$ cat config.mk
export PLATFORM = sky130hd
export DESIGN_NAME = bez_lane
export DESIGN_NICKNAME = d
export VERILOG_FILES = /design/src/hw/rtl/bez_pkg.sv /design/src/hw/rtl/bez_lane.sv
export SDC_FILE = /design/constraint.sdc
export NUM_CORES = 2
export LEC_CHECK = 0
export BUFFER_PORTS_ARGS = -buffer_cell sky130_fd_sc_hd__buf_2
export CORE_UTILIZATION = 50
export CTS_CLUSTER_SIZE = 25
export DETAILED_ROUTE_END_ITERATION = 10
export PLACE_DENSITY = 0.66
export SLEW_MARGIN = 20
export SYNTH_ARGS = -nofsm -noshare
export SYNTH_HDL_FRONTEND = slang
export SYNTH_SLANG_ARGS = --single-unit
$ cat constraint.sdc
create_clock -name clk -period 26.2 [get_ports clk]
set_clock_uncertainty 0.2 [all_clocks]
set_input_delay 2.62 -clock clk [delete_from_list [all_inputs] [get_ports clk]]
set_output_delay 2.62 -clock clk [all_outputs]
set_load 0.1 [all_outputs]
$ cat src/hw/rtl/bez_pkg.sv
`timescale 1ns / 1ps
// Shared constants, payload types and lane control for the Bezier evaluator.
package bez_pkg;

	localparam int MAX_POINTS  = 8;
	localparam int IDX_W       = $clog2(MAX_POINTS);
	localparam int CNT_W       = 4;
	localparam int COORD_W     = 32;
	localparam int T_FRAC_BITS = 16;
	localparam int T_W         = T_FRAC_BITS + 1;
	localparam int DIFF_W      = COORD_W + 1;
	localparam int PROD_W      = T_W + 1 + DIFF_W;
	localparam int SUM_W       = COORD_W + 4;

	localparam logic [T_W-1:0]   T_ONE       = T_W'(1) << T_FRAC_BITS;
	localparam logic [CNT_W-1:0] POINTS_MIN  = CNT_W'(2);
	localparam logic [CNT_W-1:0] POINTS_MAX  = CNT_W'(MAX_POINTS);
	localparam logic [CNT_W-1:0] POINTS_RST  = CNT_W'(4);

	localparam logic FUNC_LOAD = 1'b0;
	localparam logic FUNC_EVAL = 1'b1;

	typedef struct packed {
		logic                      func;
		logic [2:0]                point_index;
		logic signed [COORD_W-1:0] coord_x;
		logic signed [COORD_W-1:0] coord_y;
		logic signed [COORD_W-1:0] coord_z;
		logic [T_W-1:0]            t_value;
	} item_t;

	typedef struct packed {
		logic signed [COORD_W-1:0] curve_x;
		logic signed [COORD_W-1:0] curve_y;
		logic signed [COORD_W-1:0] curve_z;
	} result_t;

	typedef struct packed {
		logic             load_en;
		logic [IDX_W-1:0] load_idx;
		logic             copy;
		logic             pop;
		logic             mul_en;
		logic             wr_en;
		logic [IDX_W-1:0] wr_idx;
		logic [T_W-1:0]   t;
	} lane_ctl_t;

endpackage

$ cat src/hw/rtl/bez_lane.sv
`timescale 1ns / 1ps
// One coordinate lane: point store column, work queue and two-stage interpolator.
module bez_lane import bez_pkg::*; (
	input  logic                      clk,
	input  lane_ctl_t                 ctl,
	input  logic signed [COORD_W-1:0] load_coord,
	output logic signed [COORD_W-1:0] final_coord
);

	logic signed [COORD_W-1:0] store_q [MAX_POINTS];
	logic signed [COORD_W-1:0] work_q  [MAX_POINTS];
	logic signed [COORD_W-1:0] a_s1;
	logic signed [PROD_W-1:0]  prod_s1;
	logic signed [DIFF_W-1:0]  diff;
	logic signed [PROD_W-1:0]  shifted;
	logic signed [SUM_W-1:0]   sum;
	logic signed [COORD_W-1:0] res;

	always_ff @(posedge clk) begin
		if (ctl.load_en) begin
			store_q[ctl.load_idx] <= load_coord;
		end
	end

	assign diff = $signed({work_q[1][COORD_W-1], work_q[1]})
		- $signed({work_q[0][COORD_W-1], work_q[0]});

	always_ff @(posedge clk) begin
		if (ctl.mul_en) begin
			a_s1    <= work_q[0];
			prod_s1 <= $signed({1'b0, ctl.t}) * diff;
		end
	end

	assign shifted = prod_s1 >>> T_FRAC_BITS;
	assign sum = $signed({{(SUM_W-COORD_W){a_s1[COORD_W-1]}}, a_s1})
		+ $signed(shifted[SUM_W-1:0]);

	always_comb begin
		if (sum[SUM_W-1:COORD_W-1] == '0 || sum[SUM_W-1:COORD_W-1] == '1) begin
			res = sum[COORD_W-1:0];
		end else if (sum[SUM_W-1]) begin
			res = {1'b1, {(COORD_W-1){1'b0}}};
		end else begin
			res = {1'b0, {(COORD_W-1){1'b1}}};
		end
	end

	always_ff @(posedge clk) begin
		if (ctl.copy) begin
			work_q <= store_q;
		end else if (ctl.pop) begin
			for (int k = 0; k < MAX_POINTS - 1; k++) begin
				work_q[k] <= work_q[k+1];
			end
		end else if (ctl.wr_en) begin
			work_q[ctl.wr_idx] <= res;
		end
	end

	assign final_coord = work_q[1];

endmodule

* Yosys cells after proc, flatten, opt, wreduce, memory -nomap -nowiden
Index checks and enable logic that the tools add are counted.
Operators by class: add/sub/neg operators 2, multiply operators 1, order comparisons 4, eq/ne operators 2, mux-type cells 12, bitwise gates (word level) 2, reductions and logical operators 7
Operators by type and width (count):
- bitwise mux 256 bit | 2
- two-way mux 256 bit | 2
- two-way mux 224 bit | 1
- demux 32 bit (select 3 bit) | 2
- two-way mux 32 bit | 5
- multiplier 18 x 33 -> 51 bit | 1
- adder 32 x 35 -> 36 bit | 1
- subtractor 32 x 32 -> 33 bit | 1
- greater-or-equal comparator 4 bit (second input constant) | 2
- less-than comparator 4 x 1 -> 1 bit (second input constant) | 2
- NOT 3 -> 4 bit | 2
- == test 5 bit (second input constant) | 1
- logical NOT 5 bit | 1
- nonzero test 3 bit | 1
- logical AND 1 bit | 2
- inequality test 2 x 1 -> 1 bit (second input constant) | 1
- AND reduction 2 bit | 1
- nonzero test 2 bit | 1
- logical OR 1 bit | 1
Storage, ports and cells: register bits 595, input port bits 61, output and inout bits 32, word-level logic and storage cells 48

* Depth between registers and ports, before layout
word-level depth 9, depth in mapped cells 36, depth with buffers taken out 35

* Worst setup path before layout
No wires, ideal clock.
path kind reg2reg, from reg work_q, in the netlist final_coord[14], to reg prod_s1[50] (data pin), setup time 0.264 ns, arrival 8.359 ns, data required time 25.736 ns, setup slack 17.378 ns, cell stages (with the launch flop) 32, path buffers 1, period minus slack after synthesis 8.822 ns, cell sequence edfxtp_1 ha_1 a21o_1 a211oi_1 o21bai_1 o31a_1 a221o_1 a211o_1 a31o_2 o311ai_1 clkbuf_1 nand2_1 fa_1 fa_1 fa_1 inv_1 fa_1 fa_1 inv_1 fa_1 inv_1 ha_1 a21o_1 a21o_1 a21o_1 a21o_1 a21oi_1 o21ai_0 a221oi_1 o21ai_0 a221oi_1 xnor2_1
On the way: word-level cells in the longest chain between the ends 2
RTL lines:
- start: declaration | RTL line bez_lane.sv:11 | logic signed [COORD_W-1:0] work_q [MAX_POINTS];
- start signal: assignment | RTL line bez_lane.sv:51 | work_q <= store_q;
- start signal: indexed assignment | RTL line bez_lane.sv:54 | work_q[k] <= work_q[k+1];
- start signal: indexed assignment | RTL line bez_lane.sv:57 | work_q[ctl.wr_idx] <= res;
- subtractor 32 x 32 -> 33 bit | RTL line bez_lane.sv:26 | - $signed({work_q[0][COORD_W-1], work_q[0]});
- multiplier 18 x 33 -> 51 bit | RTL line bez_lane.sv:31 | prod_s1 <= $signed({1'b0, ctl.t}) * diff;
- end signal: assignment | RTL line bez_lane.sv:31
- end: declaration | RTL line bez_lane.sv:13 | logic signed [PROD_W-1:0] prod_s1;
No other way between the ends. A chain may end at the register's enable or synchronous reset.

* Worst setup path in the final report
from reg work_q, in the netlist final_coord[1], to reg prod_s1[48] (data pin)
Same word-level chain as after synthesis.

==> impl_metrics.toml <==
[floorplanning]
start_util_pct = 50.5
die_area_mm2 = 0.0890
die_w_um = 298
pin_count = 93
fp-row-count = 108
die_y_um = 298
core_area_mm2 = 0.0869

[synthesis]
synth.distinct_cells = 62
ys_top_cells_by_area = "edfxtp_1 (40%), fa_1 (24%), inv_1 (5.7%)"
synth_top_area_share_pct = 39.6
seq_area_frac_synth_pct = 39.6
synthCells = 3922
ys.warnings.count = 0
netlist.top_cell.by_area = "edfxtp_1"
async_flop_share_pct = 0
synth_top_flop_cell = "edfxtp_1"
synth-edff-count = 579
netlist_area_mm2 = 0.0439
synth_nets = 4703
avgSynthCellArea_um2 = 11.2
synth-seq-cells = 579

[cells_and_area]
num-nets-final = 4697
drive_above_1_share_pct = 6.63
synthToLayoutAreaGrowth_pct = 7.70
final_cell_mix = "inv_1 (671), edfxtp_1 (579), fa_1 (536)"
final_cell_area_mm2 = 0.0473
final_common_cell = "inv_1"

[timing]
fin_hold_ws_ps = 250
hold_violations = 0
maxSlewViolCount = 0
setup_viol = 0
relSlewSlack_pct = 27.8
fin_crit_ps = 9900
tightest_slew_ps = 1080
final.setup.tns_ps = 0
fin_crit_sh_pct = 37.8
rsz0062_at_grt = "false"
fmax_mhz = 101

[critical_path]
crit_path_top_delay_cell = "o311ai_0"
end_kind = "flop"
crit_fanout = 17
worst_setup_path_start_kind = "flop"
crit_type = "reg2reg"
cp_common_cell = "fa_1"
required_ps = 26400
arrival_ps = 10110
cpPeakStageDelay_ps = 600

[outcome]
status = "finished clean"

[grt]
grt_pass1_vias = 29993
antenna_found_initial = 3
grt_start_max_net_pins = 111
grt_pass1_wl_um = 177000
globalRouteOverflowTotal = 0
grt_util_all_layers_pct = 25.6

[clocking]
cts_setup_buffers = 0
cts.clk_slew.worst_paths_ps = 60
cts.sinks = 579
tritoncts = "built"
insertion_delay_ps = 610
cts_root_buffer = "clkbuf_16"
htreeDepth = 2
cts_made_buffers = 54
clock_path_buffers = 3
hold_buffers = 0
cts_resized = 0

[route]
route.vias.total = 29155
drc = 0
routed_wirelength_um = 111000
drtAntennaViolNets = 0
drt-initial-drc-count = 2671
routedWlPerCell_um = 21.8
vias_per_cell = 5.71
first_pass_iters = 5

[hold_path]
hold_class = "reg2reg"

[place]
hpwlAfterDp_um = 77100
gp_congestion = 0.906
place_area_mm2 = 0.0456
port_buffers = 92

[run]
drv_cap = 0
-- layout make-up --
class	count	area (um^2)
clock buffers	66	1420
inverters	671	2520
clock inverters	25	297
repair buffers	154	935
multi-input cells	2456	23300
flip-flops and latches	579	17400
diodes	1	2.50
well taps	1155	1450
fillers	7409	39600
-- through the flow --
stage	setup WS [ps]	utilization [%]	cells
after floorplan	17380	-	3922
final	16300	54.4	5107
after global routing	15870	54.4	5106
after detailed placement	16290	52.5	5015
after CTS	16370	54.4	5106
after global placement	16470	52.5	5015
-- cell families (layout without fill, tap and decap cells) --
group                    Yosys count  after routing  synth area share [%]
XOR/XNOR                          94             94                  1.87
AO/OA/AOI/OAI                    784            784                  11.6
adder cells (fa/ha/maj)          720            720                  29.7
flip-flops                       579            579                  39.6
AND/OR/NAND/NOR                  858            858                  9.42
buffers and inverters            887            916                  7.86
other                              0              1                     0
-- Yosys cell counts, types with 6 or more instances --
library cell / instances
a211o_1: 6
a211oi_1: 13
a21o_1: 59
a21oi_1: 80
a221o_1: 19
a221oi_1: 8
a22oi_1: 223
a31oi_1: 8
and2_1: 221
and3_1: 19
buf_4: 32
clkbuf_1: 179
edfxtp_1: 579
fa_1: 536
ha_1: 184
inv_1: 671
nand2_1: 412
nand2b_1: 31
nand3_1: 17
nand4_1: 10
nor2_1: 77
nor2b_1: 38
nor3_1: 11
o211ai_1: 9
o21a_1: 11
o21ai_0: 286
o21bai_1: 8
o31ai_1: 11
xnor2_1: 53
xor2_1: 41
-- flip-flops by register name (all words and copies together), names as in the netlist --
register / count
prod_s1: 35
store_q: 256
final_coord: 32
a_s1: 32
work_q: 224
-- path summary, 6_finish.rpt --
| kind | end | cells past startpoint | from | slack, ps |
|---|---|---|---|---|
| hold reg to reg | a_s1[31]$_DFFE_PP_ | 0 | work_q[255]$_DFFE_PP_ | 250 |
| hold / removal | a_s1[31]$_DFFE_PP_ | 0 | work_q[255]$_DFFE_PP_ | 250 |
| setup reg to reg | prod_s1[48]$_DFFE_PP_ | 29 | final_coord[1]$_DFFE_PP_ | 16300 |
| setup / recovery | prod_s1[48]$_DFFE_PP_ | 29 | final_coord[1]$_DFFE_PP_ | 16300 |
-- critical path: cells and delay by family, from the launching register on --
family | cells | cell delay [ps]
flops | 1 | 430
buf+inv | 4 | 440
fa+ha+maj | 8 | 3720
compound gates | 12 | 3870
simple gates | 5 | 1040
-- metal layers --
metal,global-route usage [%],vias up,wire length (um)
li1,-,12987,-
met1,37.2,14870,48500
met2,40.9,1156,52200
met3,4.15,138,8530
met4,4.99,4,1960
met5,0,-,27
Power is not shown: default switching activity piles up to over one toggle a cycle in this logic, so the estimate is an artifact.
