**src/hw/rtl/bez_pkg.sv**
```systemverilog
`timescale 1ns / 1ps
// Shared constants, payload types and lane control for the Bezier evaluator.
package bez_pkg;

	localparam int MAX_POINTS  = 8;
	localparam int IDX_W       = $clog2(MAX_POINTS);
	localparam int CNT_W       = 4;
	localparam int COORD_W     = 32;
	localparam int T_FRAC_BITS = 16;
	localparam int T_W         = T_FRAC_BITS + 1;
	localparam int DIFF_W      = COORD_W + 1;
	localparam int PROD_W      = T_W + 1 + DIFF_W;
	localparam int SUM_W       = COORD_W + 4;

	localparam logic [T_W-1:0]   T_ONE       = T_W'(1) << T_FRAC_BITS;
	localparam logic [CNT_W-1:0] POINTS_MIN  = CNT_W'(2);
	localparam logic [CNT_W-1:0] POINTS_MAX  = CNT_W'(MAX_POINTS);
	localparam logic [CNT_W-1:0] POINTS_RST  = CNT_W'(4);

	localparam logic FUNC_LOAD = 1'b0;
	localparam logic FUNC_EVAL = 1'b1;

	typedef struct packed {
		logic                      func;
		logic [2:0]                point_index;
		logic signed [COORD_W-1:0] coord_x;
		logic signed [COORD_W-1:0] coord_y;
		logic signed [COORD_W-1:0] coord_z;
		logic [T_W-1:0]            t_value;
	} item_t;

	typedef struct packed {
		logic signed [COORD_W-1:0] curve_x;
		logic signed [COORD_W-1:0] curve_y;
		logic signed [COORD_W-1:0] curve_z;
	} result_t;

	typedef struct packed {
		logic             load_en;
		logic [IDX_W-1:0] load_idx;
		logic             copy;
		logic             pop;
		logic             mul_en;
		logic             wr_en;
		logic [IDX_W-1:0] wr_idx;
		logic [T_W-1:0]   t;
	} lane_ctl_t;

endpackage

```
**src/hw/rtl/bez_merge.sv**
```systemverilog
`timescale 1ns / 1ps
// Output stage: merges the three lane results into one registered result word.
module bez_merge import bez_pkg::*; (
	input  logic                      clk,
	input  logic                      arst_n,
	input  logic                      load,
	input  logic signed [COORD_W-1:0] lane_x,
	input  logic signed [COORD_W-1:0] lane_y,
	input  logic signed [COORD_W-1:0] lane_z,
	output logic                      free,
	output logic                      result_valid,
	input  logic                      result_ready,
	output result_t                   result
);

	logic    valid_q;
	result_t data_q;

	assign free = !valid_q || result_ready;

	always_ff @(posedge clk or negedge arst_n) begin
		if (!arst_n) begin
			valid_q <= 1'b0;
		end else if (load && free) begin
			valid_q <= 1'b1;
		end else if (result_ready) begin
			valid_q <= 1'b0;
		end
	end

	always_ff @(posedge clk) begin
		if (load && free) begin
			data_q.curve_x <= lane_x;
			data_q.curve_y <= lane_y;
			data_q.curve_z <= lane_z;
		end
	end

	assign result_valid = valid_q;
	assign result       = data_q;

endmodule

```
**config.mk**
```make
export PLATFORM = sky130hd
export DESIGN_NAME = bez_merge
export DESIGN_NICKNAME = d
export VERILOG_FILES = /design/src/hw/rtl/bez_pkg.sv /design/src/hw/rtl/bez_merge.sv
export SDC_FILE = /design/constraint.sdc
export NUM_CORES = 1
export LEC_CHECK = 0
export BUFFER_PORTS_ARGS = -buffer_cell sky130_fd_sc_hd__buf_2
export CORE_ASPECT_RATIO = 1.1
export CORE_MARGIN = 2
export CORE_UTILIZATION = 25
export DETAILED_ROUTE_END_ITERATION = 16
export PLACE_DENSITY = 0.59
export SLEW_MARGIN = 20
export SYNTH_ARGS = -nofsm -noshare
export SYNTH_HDL_FRONTEND = slang
export SYNTH_SLANG_ARGS = --single-unit
```
**constraint.sdc**
```tcl
create_clock -name clk -period 3.85 [get_ports clk]
set_input_delay 0.385 -clock clk [delete_from_list [all_inputs] [get_ports clk]]
set_output_delay 0.385 -clock clk [all_outputs]
set_load 0.02 [all_outputs]
```
After elaboration in Yosys (flattened, before gate mapping) --
Index checks and enable logic that the tools add are counted.
Cells by class: multiplexer cells 2, reduce and logical (&&, ||, !) cells 4
Operator list (number):
- two-way mux 1 bit | 2
- nonzero test 2 bit | 1
- logical AND 1 bit | 1
- logical NOT 1 bit | 1
- logical OR 1 bit | 1
Word-level totals: output and inout port bits 98, input bits 100, logic and storage cells 10, register bits 97

Depth between registers and ports, before layout --
depth in word-level cells 4, gate-level depth with buffers 2, gate-level depth less buffers 2

Least setup slack after synthesis --
Ideal clock, no wire load.
kind register to register, start register valid_q, in the netlist result_valid, end register data_q, in the netlist result[0], enable pin, path slack 2.086 ns, library setup time 0.388 ns, arrival 1.377 ns, clock period less this slack 1.764 ns, stages on the path, launching flop included 3, data required time 3.462 ns, buffers on the path 0, cells stage by stage dfrtp_1 > nand2b_4 > and2_4
Between the ends: word-level cells in the longest chain between the ends 3
Ends and longest elaborated chain:
- start, declared | RTL line bez_merge.sv:16 | logic valid_q;
- start signal, assigned | RTL line bez_merge.sv:23 | valid_q <= 1'b0;
- start signal, assigned | RTL line bez_merge.sv:25 | valid_q <= 1'b1;
- start signal, assigned | RTL line bez_merge.sv:27 | valid_q <= 1'b0;
- logical NOT 1 bit | RTL line bez_merge.sv:19 | assign free = !valid_q || result_ready;
- logical OR 1 bit | RTL line bez_merge.sv:19
- net free | RTL line bez_merge.sv:10 | output logic free,
- logical AND 1 bit | RTL line bez_merge.sv:32 | if (load && free) begin
- end, declared | RTL line bez_merge.sv:17 | result_t data_q;
The timed path passes the listed nets, and every way through them passes these cells. A chain may end at the register's enable or synchronous reset.

Worst setup path after layout --
start register valid_q, in the netlist result_valid, end register data_q, in the netlist result[46], enable pin
Between the ends: word-level cells in the longest chain between the ends 3
Ends and longest elaborated chain (RTL line):
- logical NOT 1 bit | bez_merge.sv:19
- logical OR 1 bit | bez_merge.sv:19
- logical AND 1 bit | bez_merge.sv:32
No other way between the ends.

==> results_tabular.tex <==
\begin{tabular}{lr}
\hline
Metric & Value \\
\hline
\multicolumn{2}{l}{\textbf{Outcome}} \\
\quad Run status & completed \\
\multicolumn{2}{l}{\textbf{Synthesis}} \\
\quad Synthesis-stage register bit count & 97 \\
\quad Post-synth top area share & 0.982 \\
\quad Count of synthesis-stage warnings from yosys & 0 \\
\quad Most instantiated flip-flop cell in the synthesis netlist & sky130\_fd\_sc\_hd\_\_edfxtp\_1 \\
\quad Most used standard cells in the synthesized netlist & 96 x sky130\_fd\_sc\_hd\_\_edfxtp\_1, 1 x sky130\_fd\_sc\_hd\_\_and2\_4, 1 x sky130\_fd\_sc\_hd\_\_dfrtp\_1, 1 x sky130\_fd\_sc\_hd\_\_nand2b\_1, 1 x sky130\_fd\_sc\_hd\_\_nand2b\_4 \\
\quad Synth unique cells & 5 \\
\quad Library cell with the highest instance count after synthesis & sky130\_fd\_sc\_hd\_\_edfxtp\_1 \\
\quad Post-synth top area cell & sky130\_fd\_sc\_hd\_\_edfxtp\_1 \\
\quad Top area cells in the synthesized netlist & sky130\_fd\_sc\_hd\_\_edfxtp\_1 98\%, sky130\_fd\_sc\_hd\_\_dfrtp\_1 0.85\%, sky130\_fd\_sc\_hd\_\_nand2b\_4 0.47\% \\
\quad Portion of the post-synthesis area used by sequential elements & 0.990 \\
\quad Number of nets in the synthesized netlist & 200 \\
\quad Netlist Area Pre-Place & 2940 um2 \\
\quad FFs w/ async S/R, synth & 0.0103 \\
\quad Average instance area after synthesis & 29.4 um2 \\
\quad Number of synthesized flops with an enable pin & 96 \\
\quad Instance count of the mapped netlist & 100 \\
\multicolumn{2}{l}{\textbf{Timing}} \\
\quad Final-report hold violation count & 0 \\
\quad Number of pins exceeding their max-slew limit in the final report & 0 \\
\quad Hold WS & 0.226 ns \\
\quad Achievable clock frequency & 0.578 GHz \\
\quad Final worst path period share & 0.450 \\
\quad Final min period & 1.73 ns \\
\quad Setup-violating endpoint count in the final report & 0 \\
\quad Normalized max-slew margin & 0.544 \\
\quad Setup Total Neg Slack & 0 ns \\
\quad Transition time of the tightest slew-check pin & 0.684 ns \\
\quad Setup Skew & 0.00505 ns \\
\quad Unrepaired setup endpoints after global routing & false \\
\multicolumn{2}{l}{\textbf{CTS}} \\
\quad Htree depth & 3 \\
\quad Insertion delay to the later sink of the worst-skew pair & 0.33 ns \\
\quad Number of instances resized during post-cts repair & 0 \\
\quad Number of buffers added for setup after CTS & 0 \\
\quad CTS buffer count & 9 \\
\quad Deepest clock path buffer count & 2 \\
\quad Clock sink count & 97 \\
\quad Clock Pin Slew Worst Setup and Hold Paths & 0.06 ns \\
\quad Hold buffer count at cts & 1 \\
\quad CTS tree & done \\
\quad Master cell of the clock root buffer & sky130\_fd\_sc\_hd\_\_clkbuf\_16 \\
\multicolumn{2}{l}{\textbf{Power and ir drop}} \\
\quad Switching power total & 494 uW \\
\quad Relative contribution of the clock network to total power & 0.349 \\
\quad Part of the power in combinational logic & 0.093 \\
\quad Int Pwr & 1740 uW \\
\quad Net Sw Frac & 0.221 \\
\quad Maximum vdd drop & 0.205 mV \\
\quad Sequential fraction of design power & 0.557 \\
\quad Total power divided by cell area & 507 nW/um2 \\
\quad Leakage power total & 0.00185 uW \\
\multicolumn{2}{l}{\textbf{Critical path}} \\
\quad Max FO, Critical Path & 51 \\
\quad Crit path required time & 3.86 ns \\
\quad Critical path capture point type & flop \\
\quad Worst Setup Path Type & flop to flop \\
\quad Setup crit start kind & flop \\
\quad Signal arrival time at the worst endpoint & 1.74 ns \\
\multicolumn{2}{l}{\textbf{Finish}} \\
\quad Total number of nets in the final design & 410 \\
\quad Fin util & 0.385 \\
\quad Ratio of cells with drive above 1 in the final layout & 0.676 \\
\quad Diodes inserted & 0 \\
\quad Synth-to-Final Area Change & 50.0\% \\
\quad Post-route standard cell area excluding fillers & 4400 um2 \\
\multicolumn{2}{l}{\textbf{Min path}} \\
\quad Min-delay worst type & input pin to flop \\
\multicolumn{2}{l}{\textbf{Floorplan}} \\
\quad Chip width & 107 um \\
\quad Die extent in y & 118 um \\
\quad Starting utilization of the core area & 0.257 \\
\quad Cell row count & 41 \\
\quad Area of the placeable core & 11,400 um2 \\
\quad Boundary pin count & 198 \\
\quad Die Outline Area & 12,600 um2 \\
\multicolumn{2}{l}{\textbf{Route}} \\
\quad Routed WL per cell & 13.8 um \\
\quad Final Routed Wirelength & 6.40 mm \\
\quad Pre-antenna DRT Iters & 4 \\
\quad Routed vias & 1,743 \\
\quad Antenna violation net count after detailed routing & 0 \\
\quad DRC & 0 \\
\quad Average vias per placed instance & 3.75 \\
\quad Detailed router's first-iteration violation count & 39 \\
\multicolumn{2}{l}{\textbf{GRT}} \\
\quad Global-route congestion overflow total & 0 \\
\quad Global-route wire length before repair & 9.38 mm \\
\quad GRT Total Usage & 0.0991 \\
\quad Number of antenna violations at the first check in global routing & 0 \\
\quad Maximum number of pins on one net before global-route repair & 52 \\
\quad Number of global-route vias before repair & 1,852 \\
\multicolumn{2}{l}{\textbf{Run}} \\
\quad Max cap viols & 0 \\
\multicolumn{2}{l}{\textbf{Placement}} \\
\quad Cell area after placement & 4130 um2 \\
\quad Routability congestion estimate & 0.702 \\
\quad Number of buffers added on ports & 197 \\
\hline
\end{tabular}
==> through the flow <==
stage / worst slack (ns) / cells / total power [uW]
global route: 1.99 / 465 / 2330
CTS: 2.08 / 465 / 2280
detailed placement: 1.98 / 448 / 1480
floorplan: 2.09 / 100 / 1370
finish: 2.12 / 465 / 2230
global placement: 1.90 / 447 / 1470
==> registers in the layout (all words and copies together) (netlist names) <==
| name | flops |
|---|---|
| result | 96 |
| result_valid | 1 |
==> worst max-delay path: stages (launching register included) <==
cell                       delay, ns
sky130_fd_sc_hd__dfrtp_1        0.41
sky130_fd_sc_hd__nand2b_4       0.08
sky130_fd_sc_hd__and2_4         0.57
sky130_fd_sc_hd__buf_12         0.32
==> path summary, 6_finish.rpt <==
kind                                          start                  endpoint  slack [ns]  cells after the start
setup / recovery           result_valid$_DFFE_PN0P_      result[46]$_DFFE_PP_        2.12                      3
hold / removal                           lane_z[16]      result[16]$_DFFE_PP_        0.23                      1
setup reg to reg           result_valid$_DFFE_PN0P_      result[46]$_DFFE_PP_        2.12                      3
hold reg to reg            result_valid$_DFFE_PN0P_  result_valid$_DFFE_PN0P_        0.55                      2
max in group asynchronous                    arst_n  result_valid$_DFFE_PN0P_        3.41                      2
min in group asynchronous                    arst_n  result_valid$_DFFE_PN0P_        0.36                      2
==> logic make-up after synthesis <==
| group | after synthesis | synth area share |
|---|---|---|
| flops | 97 | 0.990 |
| simple gates | 3 | 0.00980 |
==> placed cells by master, fill, tap and decap left out, drive strengths merged <==
master,count
buf,198
edfxtp,96
clkbuf,10
clkinvlp,3
clkinv,3
nand2b,2
and2,1
dlygate4sd3,1
dfrtp,1
==> per-layer routing <==
layer | track usage | vias to the layer above | part of all wire
met1 | 0.115 | 795 | 0.40
met4 | 0.0409 | 0 | 0.014
met3 | 0.0454 | 9 | 0.11
met2 | 0.158 | 116 | 0.47
li1 | - | 823 | -
met5 | 0 | - | 0
==> cell type report <==
cell class | count | area, um2
tap | 150 | 188
timing repair buffer | 199 | 1020
clock buffer | 10 | 229
clock inverter | 6 | 35.0
multi-input combinational | 3 | 28.8
sequential | 97 | 2910
fill | 1078 | 7040
==> power groups by stage <==
stage	clock network [uW]	registers [uW]	logic (uW)
after floorplan	0	1340	22.1
after global placement	0	1270	206
after detailed placement	0	1270	211
after CTS	819	1250	212
after global routing	855	1250	223
final	780	1240	208
(Power assumes the default switching activity.)
